==> config.mk <==
export PLATFORM = sky130hd
export DESIGN_NAME = dpsc_query
export DESIGN_NICKNAME = d
export VERILOG_FILES = /design/src/rtl/distinct_prime_sum_counter_assert.svh /design/src/rtl/dpsc_pkg.sv /design/src/rtl/dpsc_query.sv
export SDC_FILE = /design/constraint.sdc
export NUM_CORES = 1
export LEC_CHECK = 0
export ABC_AREA = 0
export ABC_CLOCK_PERIOD_IN_PS = 3500
export BUFFER_PORTS_ARGS = -buffer_cell sky130_fd_sc_hd__buf_2
export CORE_MARGIN = 1
export CORE_UTILIZATION = 30
export CTS_CLUSTER_SIZE = 10
export DETAILED_ROUTE_END_ITERATION = 8
export GPL_ROUTABILITY_DRIVEN = 0
export PLACE_DENSITY_LB_ADDON = 0.2
export SKIP_CTS_REPAIR_TIMING = 1
export SKIP_LAST_GASP = 1
export SLEW_MARGIN = 20
export SYNTH_ARGS = -nofsm -noshare
export SYNTH_HDL_FRONTEND = slang
export SYNTH_SLANG_ARGS = --single-unit
==> constraint.sdc <==
create_clock -name clk -period 3.5 [get_ports clk]
set_input_delay 0.175 -clock clk [delete_from_list [all_inputs] [get_ports clk]]
set_output_delay 0.175 -clock clk [all_outputs]
set_load 0.1 [all_outputs]
==> src/rtl/distinct_prime_sum_counter_assert.svh <==
// Assertion macros for the distinct prime sum counter.
`ifndef DISTINCT_PRIME_SUM_COUNTER_ASSERT_SVH
`define DISTINCT_PRIME_SUM_COUNTER_ASSERT_SVH

`ifndef SYNTH
`define DPSC_ASSERT_IMP(lbl, clk, rstn, ante, cons) \
    lbl: assert property (@(posedge clk) disable iff (!rstn) (ante) |-> (cons)) \
        else $error("dpsc assertion failed");
`define DPSC_ASSERT_NEVER(lbl, clk, rstn, cond) \
    lbl: assert property (@(posedge clk) disable iff (!rstn) !(cond)) \
        else $error("dpsc assertion failed");
`else
`define DPSC_ASSERT_IMP(lbl, clk, rstn, ante, cons)
`define DPSC_ASSERT_NEVER(lbl, clk, rstn, cond)
`endif

`endif

==> src/rtl/dpsc_pkg.sv <==
// Shared widths and parameter defaults for the distinct prime sum counter.
package dpsc_pkg;
    localparam int DPSC_MAX_SUM   = 1024;
    localparam int DPSC_MAX_PARTS = 16;
    localparam int SUM_W          = 11;
    localparam int PARTS_W        = 5;
    localparam int COUNT_W        = 32;
    localparam int S_TDATA_W      = 16;
    localparam int M_TDATA_W      = 32;
endpackage

==> src/rtl/dpsc_query.sv <==
// Query pipeline: table address, range check and output register.
module dpsc_query #(
    parameter int MAX_SUM   = dpsc_pkg::DPSC_MAX_SUM,
    parameter int MAX_PARTS = dpsc_pkg::DPSC_MAX_PARTS
) (
    input  logic                                          clk,
    input  logic                                          rstn,
    input  logic                                          table_ready,
    input  logic                                          s_tvalid,
    output logic                                          s_tready,
    input  logic [dpsc_pkg::SUM_W-1:0]                    s_target_sum,
    input  logic [dpsc_pkg::PARTS_W-1:0]                  s_part_count,
    output logic                                          m_tvalid,
    input  logic                                          m_tready,
    output logic [dpsc_pkg::COUNT_W-1:0]                  m_way_count,
    output logic                                          rd_en,
    output logic [$clog2((MAX_SUM+1)*(MAX_PARTS+1))-1:0]  rd_addr,
    input  logic [dpsc_pkg::COUNT_W-1:0]                  rd_data
);
    import dpsc_pkg::*;

    localparam int ROW_LEN   = MAX_PARTS + 1;
    localparam int TBL_DEPTH = (MAX_SUM + 1) * ROW_LEN;
    localparam int TBL_AW    = $clog2(TBL_DEPTH);

    logic               pend_reg;
    logic               hit_reg;
    logic               valid_reg;
    logic [COUNT_W-1:0] data_reg;
    logic               accept;
    logic               advance;
    logic               hit;

    assign advance  = pend_reg && (!valid_reg || m_tready);
    assign s_tready = table_ready && (!pend_reg || advance);
    assign accept   = s_tvalid && s_tready;

    assign hit = (s_target_sum != '0) && (s_part_count != '0)
              && ({1'b0, s_target_sum} <= (SUM_W + 1)'(MAX_SUM))
              && ({1'b0, s_part_count} <= (PARTS_W + 1)'(MAX_PARTS));

    assign rd_en   = accept;
    assign rd_addr = TBL_AW'(s_target_sum) * TBL_AW'(ROW_LEN) + TBL_AW'(s_part_count);

    assign m_tvalid    = valid_reg;
    assign m_way_count = data_reg;

    always_ff @(posedge clk) begin
        if (!rstn) begin
            pend_reg  <= 1'b0;
            valid_reg <= 1'b0;
        end else begin
            if (accept) begin
                pend_reg <= 1'b1;
            end else if (advance) begin
                pend_reg <= 1'b0;
            end
            if (advance) begin
                valid_reg <= 1'b1;
            end else if (m_tready) begin
                valid_reg <= 1'b0;
            end
        end
        if (accept) begin
            hit_reg <= hit;
        end
        if (advance) begin
            data_reg <= hit_reg ? rd_data : '0;
        end
    end
endmodule

# Word level (Yosys, flattened, before mapping)
# Cells that the tools add are included.
# op_classes
multipliers	1
magnitude_cmp	2
mux	4
addsub	1
n_reduce_logical	14
# op_table
operator	count
adder 15 x 5 -> 15 bit	1
multiplier 11 x 5 -> 15 bit (second input constant)	1
less-or-equal comparator 11 bit (second input constant)	1
nonzero test 11 bit	1
logical AND 1 bit	6
less-or-equal comparator 5 bit (second input constant)	1
nonzero test 5 bit	1
two-way mux 1 bit	4
nonzero test 2 bit	2
zero test 1 bit	2
logical OR 1 bit	2
# totals
output_inout_bits	50
input_bits	53
register_bits	35
wordCells	26

# Depth between registers and ports, before layout
# logic_depth
depth_word	7
mapped_depth	10

# Worst setup path before layout
# No wires, ideal clock.
# synth_path
path_kind	input to output
start	in s_target_sum[4] in the netlist's numbering
end	out rd_addr[13]
setup_slack_ps	-1084
cell_stages	8
n_path_buf	0
arrival_ps	4409
path_cell_list	ha_1 -> ha_1 -> fa_1 -> ha_1 -> and3_1 -> o21ai_2 -> a21oi_2 -> a311oi_1
# synth_via
elab_chain_cells	2
# synth_rtl
element	line_no	source
from (decl)	dpsc_query.sv:11	input logic [dpsc_pkg::SUM_W-1:0] s_target_sum,
multiplier 11 x 5 -> 15 bit	dpsc_query.sv:43	assign rd_addr = TBL_AW'(s_target_sum) * TBL_AW'(ROW_LEN) + TBL_AW'(s_part_count);
adder 15 x 5 -> 15 bit	dpsc_query.sv:43	
to (decl)	dpsc_query.sv:17	output logic [$clog2((MAX_SUM+1)*(MAX_PARTS+1))-1:0] rd_addr,
# No other way between the ends.

# Worst setup path in the final report
# layout_path
start	in s_target_sum[4] in the netlist's numbering
end	out rd_addr[9]
# The elaborated chain is that of the path after synthesis.

==> impl_summary.md <==
Status
The flow ran to the end, and the final reports show no timing, DRC or antenna violations.

Clock network
TritonCTS built the clock tree. The clock root buffer is sky130_fd_sc_hd__clkbuf_8. After clock tree synthesis, the clock-pin slew on the worst setup and hold paths is 0.06 ns. The H-tree depth reported by CTS is 2.

The maximum buffer depth of the clock tree is 2. The clock reaches the later pin of the worst-skew pair after 0.28 ns. For this design, the sink count on the clock tree is 35. TritonCTS created 5 clock buffers.

Timing
The worst slew slack as a fraction of its limit is 49.8%. Based on the critical path, the design can be clocked at up to between 0.3 and 0.4 GHz. The time the worst path needs with I/O delays and setup is 3.14 ns.

The number of setup violations in the final report is 0. The portion of the clock cycle consumed by the worst path in the final layout is 89.6%. The summed negative setup slack over all endpoints is 0 ns. The clock skew is 0.00523 ns. Setup repair after global routing left no endpoint under its margin. The hold violation count in the final report is 0. At the pin with the least slew margin, the transition time is ~0.75 ns.

The count of final max-slew check failures is 0.

Floorplan
The die is 87.7 um tall. The number of ports placed on the die boundary is around 100. After floorplanning, the core was divided into 30 placement rows.

The floorplan die area is 7700 sq um. From left edge to right edge, the die measures 87.7 um. Once the floorplan was initialized, standard cells occupied between 30% and 40% of the core. The placeable core region is 6940 sq um.

Logic synthesis
Synthesis produced a netlist with a net count of 273. In this run, synthesis produced a sequential element count of 35. A synthesized cell averages 11.9 sq um.

In the synthesized netlist the async set-or-reset flop fraction comes to 0%. The count of yosys warnings during synthesis is 0. In this run the cell area of the synthesized design comes to between 2000 and 2500 sq um.

Synthesis produced 185 cells. In this run, distinct cell masters in the synthesized netlist total 35. The synthesized design contains 33 enable-type register cells. The leading register cell type out of synthesis is sky130_fd_sc_hd__edfxtp_1. The part of the Yosys area used for sequential elements is 46.8%.

Critical path
Among cell families on the critical path, the largest total delay comes from adder cells. The kind of critical path is in -> out. The worst stage delay on the critical path is between 0.4 and 0.5 ns. Data on the critical path arrives at its endpoint at 2.96 ns. The worst setup path is captured at an output port.

The worst setup path is launched from an input port. The count of buffering cells on the critical path with inverters included is 2. The maximum fanout along the worst path is 6. The most numerous cell type found on the critical path is sky130_fd_sc_hd__ha_1. Traced cell by cell, the critical path runs through buf_2 -> ha_1 -> ha_1 -> fa_1 -> ha_1 -> and4_4 -> a21oi_2 -> nand2_1 -> a21oi_1 -> xnor2_2 -> buf_2. The slowest stage of the critical path belongs to the cell sky130_fd_sc_hd__fa_1. The endpoint required time on the critical path is ~3.3 ns.

Hold path
The tightest min-delay check is of the in -> reg type.

Pwr
The power density over the cells is 500 nW/um^2. The clock network burns 18.4% of the power. The design draws 1480 uW. Internal power comes to between 700 and 800 uW.

The sequential share of power is 32.0%. The analysis attributes to net switching a power of 713 uW. The analysis attributes to cell leakage a power of 0.00143 uW. The share of total power in combinational logic is 49.6%. The fraction of power spent switching nets is 48.1%. IR analysis of the VDD net gives a maximum drop of 0.424 mV.

Placed design
The count of input and output buffers is 102. The estimated wirelength of the detail-placed design is 3900 um. The placed instances occupy a cell area of 2890 sq um.

Route
The count of nets left with antenna violations once routing finished came out at 0. The final route contains 1755 vias. The wire length reported by the detailed router is 4880 um. The number of DRC markers after the initial detailed-route iteration is 54. The first TritonRoute pass finished after 4 iterations. After detailed routing, the number of vias per cell comes to 4.51. After detailed routing, the average wire length per cell comes to 12.5 um. The remaining design rule violation count is 0.

Global routing
The remaining global-route overflow is 0. The initial antenna violation count is 0. The pin count of the biggest net entering global routing is 33. Global routing used a little over an eighth of the available tracks across all layers. The first-pass GRT wire length is 7910 um. The number of global-route vias before repair is approximately 1700.

Finish
The antenna cell count is 0. The number of fill cells is 679. The summed area of non-filler cells in the final layout is about 3000 sq um. The final net count is 380. The register with the most flip-flops in the layout has 32 of them. From synthesis to final layout, the design area changed by 34.7%. The post-route netlist has 43.0% of its cells at a drive strength greater than 1.

Flow run
The max-cap check violation count is 0.
stage by stage:
stage                     hold WS [ns]  setup WS (ns)  util (%)  std cells
after global placement           0.398          0.410      41.6        381
final                            0.111          0.365      42.8        389
after global routing             0.114          0.201      42.8        389
after CTS                        0.104          0.355      42.8        389
after detailed placement         0.391          0.373      41.6        381
after floorplan                  0.293        -0.0585         -        185
cell type report:
type / instances / area (sq um) / share of cell area, %
repair buffers: 103 / 518 / 17.4
inverters: 4 / 15.0 / 0.505
multi-input cells: 143 / 1200 / 40.6
clock inverters: 1 / 5.00 / 0.168
clock buffers: 7 / 76.3 / 2.57
flip-flops and latches: 35 / 1030 / 34.7
well taps: 96 / 120 / 4.04
final timing paths:
| path | startpoint | to | cells after the start | slack [ns] |
|---|---|---|---|---|
| worst max-delay path | s_target_sum[4] | rd_addr[9] | 11 | 0.36 |
| worst min-delay path | rstn | m_tvalid$_SDFFE_PN0P_ | 2 | 0.11 |
| worst max register to register | m_tvalid$_SDFFE_PN0P_ | m_way_count[12]$_SDFFCE_PN0P_ | 3 | 2.19 |
| worst min register to register | pend_reg$_SDFFE_PN0P_ | m_tvalid$_SDFFE_PN0P_ | 1 | 0.54 |
kinds of logic after synthesis:
| group | after synthesis | synth area share [%] |
|---|---|---|
| AND/OR/NAND/NOR | 67 | 17.3 |
| adder cells (fa/ha/maj) | 35 | 20.5 |
| flip-flops | 35 | 46.8 |
| AO/OA/AOI/OAI | 29 | 9.48 |
| XOR/XNOR | 12 | 4.77 |
| buffers and inverters | 7 | 1.19 |
layout by cell type, fill, tap and decap left out, types with 4 or more instances in the layout:
| master | count |
|---|---|
| sky130_fd_sc_hd__a21oi_1 | 8 |
| sky130_fd_sc_hd__and2_1 | 33 |
| sky130_fd_sc_hd__buf_2 | 102 |
| sky130_fd_sc_hd__clkbuf_8 | 5 |
| sky130_fd_sc_hd__edfxtp_1 | 33 |
| sky130_fd_sc_hd__ha_1 | 33 |
| sky130_fd_sc_hd__inv_1 | 4 |
| sky130_fd_sc_hd__nand2_1 | 9 |
| sky130_fd_sc_hd__nand3_1 | 4 |
| sky130_fd_sc_hd__nor2_1 | 7 |
| sky130_fd_sc_hd__xnor2_1 | 4 |
| sky130_fd_sc_hd__xnor2_2 | 6 |
cells in the mapped netlist, types with 2 or more instances:
master                     count  share of area, %
sky130_fd_sc_hd__xor2_1        2              0.79
sky130_fd_sc_hd__fa_1          2               1.8
sky130_fd_sc_hd__o21ai_1       2              0.45
sky130_fd_sc_hd__edfxtp_1     33                45
sky130_fd_sc_hd__a21oi_2       3               1.2
sky130_fd_sc_hd__a21oi_1       8               1.8
sky130_fd_sc_hd__inv_1         4              0.68
sky130_fd_sc_hd__nor2b_1       4               1.1
sky130_fd_sc_hd__nor2_1        7               1.2
sky130_fd_sc_hd__nand2_1       9               1.5
sky130_fd_sc_hd__xnor2_1      10               4.0
sky130_fd_sc_hd__o21ai_2       2              0.79
sky130_fd_sc_hd__dfxtp_1       2               1.8
sky130_fd_sc_hd__nor4_1        3              0.85
sky130_fd_sc_hd__o211ai_1      2              0.68
sky130_fd_sc_hd__a21o_1        3               1.0
sky130_fd_sc_hd__o21a_1        2              0.68
sky130_fd_sc_hd__and2_1       33               9.4
sky130_fd_sc_hd__nand3_1       4              0.91
sky130_fd_sc_hd__clkbuf_1      3              0.51
sky130_fd_sc_hd__ha_1         33                19
layer usage:
layer | track usage [%] | wire [um]
met1 | 14.9 | 2020
met2 | 23.7 | 2410
met3 | 3.30 | 388
met4 | 5.51 | 63
met5 | 0 | 0
worst register-to-register path, cell delays in order (launching register included):
cell	delay, ns
sky130_fd_sc_hd__dfxtp_1	0.31
sky130_fd_sc_hd__nor2b_1	0.17
sky130_fd_sc_hd__nor2b_2	0.11
sky130_fd_sc_hd__buf_4	0.37
power by group through the flow:
stage,Sequential (uW),Combinational (uW),Clock [uW]
4_1_cts,476,742,283
3_3_place_gp,485,736,0
5_1_grt,477,777,296
6_report,475,737,273
2_1_floorplan,552,553,0
3_5_place_dp,485,739,0
Power figures use the tool's default switching activity.
