File: src/rtl/distinct_prime_sum_counter_assert.svh
// Assertion macros for the distinct prime sum counter.
`ifndef DISTINCT_PRIME_SUM_COUNTER_ASSERT_SVH
`define DISTINCT_PRIME_SUM_COUNTER_ASSERT_SVH

`ifndef SYNTH
`define DPSC_ASSERT_IMP(lbl, clk, rstn, ante, cons) \
    lbl: assert property (@(posedge clk) disable iff (!rstn) (ante) |-> (cons)) \
        else $error("dpsc assertion failed");
`define DPSC_ASSERT_NEVER(lbl, clk, rstn, cond) \
    lbl: assert property (@(posedge clk) disable iff (!rstn) !(cond)) \
        else $error("dpsc assertion failed");
`else
`define DPSC_ASSERT_IMP(lbl, clk, rstn, ante, cons)
`define DPSC_ASSERT_NEVER(lbl, clk, rstn, cond)
`endif

`endif

File: src/rtl/dpsc_pkg.sv
// Shared widths and parameter defaults for the distinct prime sum counter.
package dpsc_pkg;
    localparam int DPSC_MAX_SUM   = 1024;
    localparam int DPSC_MAX_PARTS = 16;
    localparam int SUM_W          = 11;
    localparam int PARTS_W        = 5;
    localparam int COUNT_W        = 32;
    localparam int S_TDATA_W      = 16;
    localparam int M_TDATA_W      = 32;
endpackage

File: src/rtl/dpsc_ram.sv
// Generic synchronous RAM: one write port, two registered read ports.
module dpsc_ram #(
    parameter int WIDTH = 32,
    parameter int DEPTH = 1024
) (
    input  logic                     clk,
    input  logic                     we,
    input  logic [$clog2(DEPTH)-1:0] waddr,
    input  logic [WIDTH-1:0]         wdata,
    input  logic                     re_a,
    input  logic [$clog2(DEPTH)-1:0] raddr_a,
    output logic [WIDTH-1:0]         rdata_a,
    input  logic                     re_b,
    input  logic [$clog2(DEPTH)-1:0] raddr_b,
    output logic [WIDTH-1:0]         rdata_b
);
    logic [WIDTH-1:0] mem [DEPTH];

    always_ff @(posedge clk) begin
        if (we) begin
            mem[waddr] <= wdata;
        end
        if (re_a) begin
            rdata_a <= mem[raddr_a];
        end
        if (re_b) begin
            rdata_b <= mem[raddr_b];
        end
    end
endmodule

File: src/rtl/dpsc_builder.sv
// Table builder: clear sweep, prime sieve and descending knapsack passes.
module dpsc_builder #(
    parameter int MAX_SUM   = dpsc_pkg::DPSC_MAX_SUM,
    parameter int MAX_PARTS = dpsc_pkg::DPSC_MAX_PARTS
) (
    input  logic                                          clk,
    input  logic                                          rstn,
    output logic                                          table_ready,
    output logic                                          tbl_re_a,
    output logic [$clog2((MAX_SUM+1)*(MAX_PARTS+1))-1:0]  tbl_addr_a,
    input  logic [dpsc_pkg::COUNT_W-1:0]                  tbl_rdata_a,
    output logic                                          tbl_re_b,
    output logic [$clog2((MAX_SUM+1)*(MAX_PARTS+1))-1:0]  tbl_addr_b,
    input  logic [dpsc_pkg::COUNT_W-1:0]                  tbl_rdata_b,
    output logic                                          tbl_we,
    output logic [$clog2((MAX_SUM+1)*(MAX_PARTS+1))-1:0]  tbl_waddr,
    output logic [dpsc_pkg::COUNT_W-1:0]                  tbl_wdata
);
    import dpsc_pkg::*;

    localparam int ROW_LEN    = MAX_PARTS + 1;
    localparam int TBL_DEPTH  = (MAX_SUM + 1) * ROW_LEN;
    localparam int TBL_AW     = $clog2(TBL_DEPTH);
    localparam int MARK_DEPTH = MAX_SUM + 1;
    localparam int MARK_AW    = $clog2(MARK_DEPTH);
    localparam int M_W        = $clog2(2 * MAX_SUM + 1);
    localparam int C_W        = $clog2(MAX_PARTS + 1);

    typedef enum logic [6:0] {
        ST_CLEAR  = 7'b0000001,
        ST_SV_RD  = 7'b0000010,
        ST_SV_CHK = 7'b0000100,
        ST_MARK   = 7'b0001000,
        ST_KNAP   = 7'b0010000,
        ST_DRAIN  = 7'b0100000,
        ST_DONE   = 7'b1000000
    } bld_state_t;

    bld_state_t         state_reg, state_next;
    logic [TBL_AW-1:0]  clr_reg, clr_next;
    logic [MARK_AW-1:0] i_reg, i_next;
    logic [TBL_AW-1:0]  ofs_reg, ofs_next;
    logic [M_W-1:0]     m_reg, m_next;
    logic [TBL_AW-1:0]  dst_reg, dst_next;
    logic [TBL_AW-1:0]  src_reg, src_next;
    logic [C_W-1:0]     c_reg, c_next;
    logic               wv_reg, wv_next;
    logic [TBL_AW-1:0]  wa_reg, wa_next;

    logic               mark_we;
    logic [MARK_AW-1:0] mark_waddr;
    logic               mark_re;
    logic [0:0]         mark_rdata;
    logic [M_W-1:0]     m_step;
    logic [M_W-1:0]     m_dbl;
    logic [COUNT_W:0]   sat_sum;

    dpsc_ram #(
        .WIDTH (1),
        .DEPTH (MARK_DEPTH)
    ) u_mark_ram (
        .clk     (clk),
        .we      (mark_we),
        .waddr   (mark_waddr),
        .wdata   (state_reg == ST_MARK),
        .re_a    (mark_re),
        .raddr_a (i_reg),
        .rdata_a (mark_rdata),
        .re_b    (1'b0),
        .raddr_b ('0),
        .rdata_b ()
    );

    assign m_step  = m_reg + M_W'(i_reg);
    assign m_dbl   = M_W'(i_reg) << 1;
    assign sat_sum = {1'b0, tbl_rdata_a} + {1'b0, tbl_rdata_b};
    assign table_ready = (state_reg == ST_DONE);

    always_comb begin
        state_next = state_reg;
        clr_next   = clr_reg;
        i_next     = i_reg;
        ofs_next   = ofs_reg;
        m_next     = m_reg;
        dst_next   = dst_reg;
        src_next   = src_reg;
        c_next     = c_reg;
        wv_next    = 1'b0;
        wa_next    = wa_reg;
        mark_we    = 1'b0;
        mark_waddr = m_reg[MARK_AW-1:0];
        mark_re    = 1'b0;
        tbl_re_a   = 1'b0;
        tbl_addr_a = dst_reg;
        tbl_re_b   = 1'b0;
        tbl_addr_b = src_reg;
        tbl_we     = wv_reg;
        tbl_waddr  = wa_reg;
        tbl_wdata  = sat_sum[COUNT_W] ? '1 : sat_sum[COUNT_W-1:0];

        case (state_reg)
            ST_CLEAR: begin
                tbl_we     = 1'b1;
                tbl_waddr  = clr_reg;
                tbl_wdata  = (clr_reg == '0) ? COUNT_W'(1) : '0;
                mark_we    = (clr_reg < TBL_AW'(MARK_DEPTH));
                mark_waddr = clr_reg[MARK_AW-1:0];
                if (clr_reg == TBL_AW'(TBL_DEPTH - 1)) begin
                    state_next = ST_SV_RD;
                    i_next     = MARK_AW'(2);
                    ofs_next   = TBL_AW'(2 * ROW_LEN);
                end else begin
                    clr_next = clr_reg + 1'b1;
                end
            end
            ST_SV_RD: begin
                mark_re    = 1'b1;
                state_next = ST_SV_CHK;
            end
            ST_SV_CHK: begin
                if (mark_rdata[0]) begin
                    if (i_reg == MARK_AW'(MAX_SUM)) begin
                        state_next = ST_DONE;
                    end else begin
                        i_next     = i_reg + 1'b1;
                        ofs_next   = ofs_reg + TBL_AW'(ROW_LEN);
                        state_next = ST_SV_RD;
                    end
                end else if (m_dbl > M_W'(MAX_SUM)) begin
                    dst_next   = TBL_AW'(TBL_DEPTH - 1);
                    src_next   = TBL_AW'(TBL_DEPTH - 2) - ofs_reg;
                    c_next     = C_W'(MAX_PARTS);
                    state_next = ST_KNAP;
                end else begin
                    m_next     = m_dbl;
                    state_next = ST_MARK;
                end
            end
            ST_MARK: begin
                mark_we = 1'b1;
                m_next  = m_step;
                if (m_step > M_W'(MAX_SUM)) begin
                    dst_next   = TBL_AW'(TBL_DEPTH - 1);
                    src_next   = TBL_AW'(TBL_DEPTH - 2) - ofs_reg;
                    c_next     = C_W'(MAX_PARTS);
                    state_next = ST_KNAP;
                end
            end
            ST_KNAP: begin
                tbl_re_a = 1'b1;
                tbl_re_b = 1'b1;
                wv_next  = 1'b1;
                wa_next  = dst_reg;
                if (dst_reg == ofs_reg + 1'b1) begin
                    state_next = ST_DRAIN;
                end else if (c_reg == C_W'(1)) begin
                    c_next   = C_W'(MAX_PARTS);
                    dst_next = dst_reg - TBL_AW'(2);
                    src_next = src_reg - TBL_AW'(2);
                end else begin
                    c_next   = c_reg - 1'b1;
                    dst_next = dst_reg - 1'b1;
                    src_next = src_reg - 1'b1;
                end
            end
            ST_DRAIN: begin
                if (i_reg == MARK_AW'(MAX_SUM)) begin
                    state_next = ST_DONE;
                end else begin
                    i_next     = i_reg + 1'b1;
                    ofs_next   = ofs_reg + TBL_AW'(ROW_LEN);
                    state_next = ST_SV_RD;
                end
            end
            ST_DONE: begin
                state_next = ST_DONE;
            end
            default: begin
                state_next = ST_CLEAR;
            end
        endcase
    end

    always_ff @(posedge clk) begin
        if (!rstn) begin
            state_reg <= ST_CLEAR;
            clr_reg   <= '0;
            wv_reg    <= 1'b0;
        end else begin
            state_reg <= state_next;
            clr_reg   <= clr_next;
            wv_reg    <= wv_next;
        end
        i_reg   <= i_next;
        ofs_reg <= ofs_next;
        m_reg   <= m_next;
        dst_reg <= dst_next;
        src_reg <= src_next;
        c_reg   <= c_next;
        wa_reg  <= wa_next;
    end
endmodule

File: config.mk
export PLATFORM = sky130hd
export DESIGN_NAME = dpsc_builder
export DESIGN_NICKNAME = d
export VERILOG_FILES = /design/src/rtl/distinct_prime_sum_counter_assert.svh /design/src/rtl/dpsc_pkg.sv /design/src/rtl/dpsc_ram.sv /design/src/rtl/dpsc_builder.sv
export SDC_FILE = /design/constraint.sdc
export NUM_CORES = 2
export LEC_CHECK = 0
export BUFFER_PORTS_ARGS = -buffer_cell sky130_fd_sc_hd__buf_2
export CORE_UTILIZATION = 35
export CTS_CLUSTER_SIZE = 12
export DETAILED_ROUTE_END_ITERATION = 12
export PLACE_DENSITY_LB_ADDON = 0.25
export SLEW_MARGIN = 20
export SYNTH_ARGS = -nofsm -noshare
export SYNTH_HDL_FRONTEND = slang
export SYNTH_HIERARCHICAL = 1
export SYNTH_SLANG_ARGS = --single-unit
File: constraint.sdc
create_clock -name clk -period 17.89 [get_ports clk]
set_input_delay 2.6835 -clock clk [delete_from_list [all_inputs] [get_ports clk]]
set_output_delay 2.6835 -clock clk [all_outputs]
set_load 0.05 [all_outputs]
* After elaboration in Yosys (flattened, before gate mapping) *
Memories as Yosys holds them, arrays and structs flattened. A register that Yosys moved wholly into a read port is not among the register bits.
Cells that the tools add are included.

storage, ports and cells
  input port bits = 66
  output and inout port bits = 81
  bits in registers = 111
  RAM bits = 1025
  memories kept = 1

memories
  memory          words  bits a word  rd ports  clocked after Yosys merged registers in  wr ports  RTL line        RTL
  u_mark_ram.mem  1025   1            1         1                                        1         dpsc_ram.sv:17  logic [WIDTH-1:0] mem [DEPTH];

operators by class
  bitwise operators = 1
  $lt $le $gt $ge = 3
  reduce and logical (&&, ||, !) cells = 9
  muxes and demuxes = 47
  equal/unequal tests = 19
  add/sub/neg operators = 12

operators by type and width
  kind                    count
  $mux 15                 14
  $pmux 15 s3             3
  $mux 32                 2
  $pmux 7 s7              1
  $mux 11                 4
  $mux 7                  5
  $add 32x32->33          1
  $pmux 11 s3             1
  $add 15x1->15 const B   2
  $mux 5                  6
  $sub 15x1->15 const B   2
  $sub 15x2->15 const B   2
  $gt 12x11->1 const B    2
  $mux 12                 2
  $pmux 12 s2             1
  $add 15x5->15 const B   1
  $eq 15x15->1            1
  $eq 15x15->1 const B    1
  $logic_not 15->1        1
  $lt 15x11->1 const B    1
  $pmux 5 s3              1
  $sub 15x15->15 const A  1
  $ne 2x2->1 const B      7
  $add 12x11->12          1
  20 further kinds        28

* Depth between registers and ports, before layout *
  word-level depth = 4
  mapped depth = 14
  mapped depth without buffers = 11

* Hierarchy *
The synthesis kept the hierarchy.

by module, submodules not included
  module        sequential area each (µm²)  cells each  area an instance (µm²)  times used
  dpsc_ram      30839.6                     3797        53010.8                 1
  dpsc_builder  3103.0                      994         8622.0                  1

* Worst setup path before layout *
No wires, ideal clock.

  path type = flip-flop to flip-flop
  from = register state_reg[6]
  to = register c_reg[0] (enable)
  slack = 2.629 ns
  arrival = 14.874 ns
  cell stages (with the launch flop) = 10
  required time = 17.502 ns
  clock period less this slack = 15.261 ns
  path buffers = 0
  path through = dfxtp_1 nor4_1 nand3_1 clkinv_1 nand4b_1 nor3_1 nand2_1 o31a_1 o21ai_0 inv_1

between the ends
  word-level cells in the longest chain between the ends = 3

ends and longest elaborated chain
  item                                                              RTL line             RTL
  start, declared                                                   dpsc_builder.sv:39   bld_state_t state_reg, state_next;
  start signal, assigned                                            dpsc_builder.sv:190  state_reg <= state_next;
  $eq 7x5->1, or another cell as far along                          dpsc_builder.sv:101  case (state_reg)
  $ne 2x2->1 (no line) / $reduce_bool 3->1 (equally long branches)  -
  $reduce_and 5->1 (no line) *                                      -
  end signal, assigned                                              dpsc_builder.sv:199  c_reg <= c_next;
  end, declared                                                     dpsc_builder.sv:46   logic [C_W-1:0] c_reg, c_next;

Mark *: on every way between the ends. The rest lies on a longest branch, timed or not.
A chain may end at the register's enable or synchronous reset.

* Worst setup path in the final report *
  from = input port tbl_rdata_a[0] in the netlist's numbering
  to = output port tbl_wdata[9] in the netlist's numbering

between the ends
  word-level cells in the longest chain between the ends = 3

ends and longest elaborated chain
  item             RTL line             RTL
  start, declared  dpsc_builder.sv:11   input logic [dpsc_pkg::COUNT_W-1:0] tbl_rdata_a,
  $add 32x32->33   dpsc_builder.sv:76   assign sat_sum = {1'b0, tbl_rdata_a} + {1'b0, tbl_rdata_b};
  $mux 32          dpsc_builder.sv:99   tbl_wdata = sat_sum[COUNT_W] ? '1 : sat_sum[COUNT_W-1:0];
  $mux 32          dpsc_builder.sv:101
  end, declared    dpsc_builder.sv:17   output logic [dpsc_pkg::COUNT_W-1:0] tbl_wdata

No other way between the ends.

==> run_results.csv <==
group,metric,value,unit
status,run_status,"complete, no violations",
worst_hold_path,timing.hold.worst_path_depth,2,
placed_design,dpl.hpwl,83260,um
power,cellInternalPower,4.201,mW
sta,timing.final.hold_violations,0,
sta,final_tns_setup,0,ps
sta,fin_worst_skew,72.46,ps
clock_tree,cts_tree,"yes",
sta,grt_setup_unrepaired,"false",
clock_tree,clockBufferDepth,3,
sta,max_slew.worst_pin.slew,1098,ps
sta,fin_crit_sh,0.4816,
yosys,syn-cell-area,0.05314,mm^2
power,p_comb_frac,0.022,
floorplan,design.portCount,147,
power,sequential_share_of_power,0.541,
floorplan,core_area,0.1503,mm^2
global_route,grt_pass1_vias,33250,
routing,antenna_left,0,
setup_path,setup.worst_path.start,"tbl_rdata_a[0]",
job,cap_viol_max_count,0,
yosys,synthesis.instances,4076,
routing,via_count,34180,
routing,via_cell_ratio,5.523,
power,sw_frac_of_total,0.2111,
clock_tree,cts-hold-fix-buffers,0,
power,powerDensity,89.58,mW/mm^2
setup_path,worst_setup_path_start_kind,"primary input",
finish,finish.instance_area,0.05945,mm^2
setup_path,crit_arrival,5930,ps
worst_hold_path,holdCritStartpoint,"clr_reg[9]$_SDFFE_PN0P_",
setup_path,crit-reg2reg-launch,"i_reg[0]$_SDFFCE_PN0P_",
worst_hold_path,hold_path.class,"flop to flop",
floorplan,die_x,391.6,um
power,p_leak,16.29,nW
routing,first_pass_iters,5,
floorplan,die_height,391.6,um
setup_path,worst_ep_required_time,15210,ps
floorplan,floorplan.initialDensity,0.3535,
finish,drive_gt1_frac,0.1638,
yosys,synth.avg_cell_area,13.04,um^2
global_route,grt_start_max_net_pins,286,
clock_tree,post_cts_resize_count,0,
power,power.ir.vdd_worst,79.59,uV
sta,worst_slew_margin_rel,0.2624,
setup_path,worst-setup-path-type,"primary input to output pin",
setup_path,rr_worst_depth,10,
finish,layout.nets,4218,
yosys,synth_warnings,6,
global_route,gr_usage_total,0.1991,
clock_tree,path_clk_slew,60,ps
global_route,grt_antenna_before_repair,5,
placed_design,io_buffer_count,146,
routing,wl_per_instance,24.98,um
setup_path,setup.worst_path.end_class,"output pin",
clock_tree,post_cts_buffers,0,
power,netSwitchingPower,1.124,mW
sta,layout_min_cycle_time,8616,ps
clock_tree,cts_made_buffers,117,
finish,synthToLayoutAreaGrowth,11.87,%
sta,slew_violations,0,
setup_path,critPathMaxFanout,31,
routing,totalWireLength,154600,um
sta,maxClockFrequency,0.1161,GHz
global_route,wire_length_of_the_first_global_routing_pass,225500,um
finish,largest_register,"u_mark_ram/mem",
routing,drc,0,
yosys,syn_nets,4203,
floorplan,num_rows,142,
global_route,gr-total-overflow,0,
clock_tree,insertion_delay,760,ps
sta,finalHoldWorstSlack,541.6,ps
placed_design,post_dp_cell_area,0.05578,mm^2
finish,largest_register_ff_count,1025,
clock_tree,number_of_levels_in_the_clock_h_tree,3,
floorplan,die-area,0.1534,mm^2
clock_tree,cts_root_buffer,"clkbuf_16",
power,clockPowerShare,0.437,
placed_design,routabilityCongestion,0.8261,
sta,timing.final.setup_violations,0,
finish,nFillCells,14450,
routing,drt_iter0_drc,3820,
clock_tree,cts.sink_count,1137,
critical path, stage by stage:
cell	delay [ps]
buf_2	110
ha_1	220
fa_1	440
a211oi_1	370
o211ai_1	140
nand3_1	200
o311ai_2	210
a31o_1	280
o311a_1	330
nor2_4	510
a21oi_1	160
buf_2	260
placed cells by master (no fill, tap or decap), types with 8 or more instances in the layout:
| cell type | count |
|---|---|
| a211oi_1 | 11 |
| a21o_1 | 15 |
| a21oi_1 | 118 |
| a221oi_1 | 18 |
| a22o_1 | 9 |
| a22oi_1 | 75 |
| a31oi_1 | 11 |
| and2_1 | 18 |
| and3_1 | 11 |
| and4_1 | 8 |
| buf_2 | 146 |
| buf_4 | 83 |
| clkbuf_1 | 26 |
| clkbuf_16 | 119 |
| clkinv_1 | 29 |
| clkinv_2 | 9 |
| dfxtp_1 | 23 |
| edfxtp_1 | 1114 |
| ha_1 | 59 |
| inv_1 | 33 |
| mux2i_1 | 118 |
| mux4_2 | 217 |
| nand2_1 | 207 |
| nand2_2 | 25 |
| nand2b_1 | 16 |
| nand3_1 | 50 |
| nand3_2 | 25 |
| nand3_4 | 8 |
| nand4_1 | 20 |
| nor2_1 | 1110 |
| nor2b_1 | 19 |
| nor3_1 | 37 |
| nor3b_1 | 8 |
| nor4_1 | 16 |
| o211ai_1 | 10 |
| o21ai_0 | 47 |
| o31ai_1 | 8 |
| or3_1 | 25 |
| xnor2_1 | 74 |
| xor2_1 | 50 |
power by group through the flow:
stage | Sequential (mW) | Clock, mW | Combinational, mW
final | 2.88 | 2.33 | 0.119
after global routing | 2.88 | 2.46 | 0.127
after CTS | 2.88 | 2.37 | 0.118
after detailed placement | 2.94 | 0 | 0.117
after global placement | 2.94 | 0 | 0.117
after floorplan | 2.94 | 0 | 0.0714
routing by layer:
layer | GRT usage | part of all wire | vias up | routed length (um)
met5 | 0 | 0 | - | 0
met4 | 0.05398 | 0.023 | 0 | 3602
met3 | 0.02543 | 0.069 | 218 | 10700
met2 | 0.3238 | 0.48 | 1162 | 73530
met1 | 0.2801 | 0.43 | 17800 | 66750
li1 | - | - | 14990 | -
worst paths after layout:
kind,endpoint,slack [ps]
worst max-delay path,tbl_wdata[9],9270
worst min-delay path,clr_reg[9]$_SDFFE_PN0P_,540
worst max register to register,u_mark_ram/rdata_a$_DFFE_PP_,12630
worst min register to register,clr_reg[9]$_SDFFE_PN0P_,540
layout make-up:
class	instances	area, um^2	area share
Inverter	34	135.1	0.002273
Clock inverter	48	394.1	0.006630
Multi-Input combinational cell	2566	17850	0.3003
Tap cell	2016	2522	0.04243
Antenna cell	2	5.005	0.00008419
Timing Repair Buffer	235	1480	0.02490
Clock buffer	150	3144	0.05289
Sequential cell	1137	33910	0.5705
metrics by stage:
stage | util | setup WS (ps) | cells | power, mW
floorplan | - | 2629 | 4076 | 3.008
global placement | 0.3710 | 9094 | 5986 | 3.054
detailed placement | 0.3711 | 8989 | 5986 | 3.054
CTS | 0.3946 | 8974 | 6184 | 5.371
global route | 0.3955 | 9064 | 6187 | 5.471
finish | 0.3955 | 9274 | 6188 | 5.325
No activity file was read; power rests on OpenSTA's default activity.
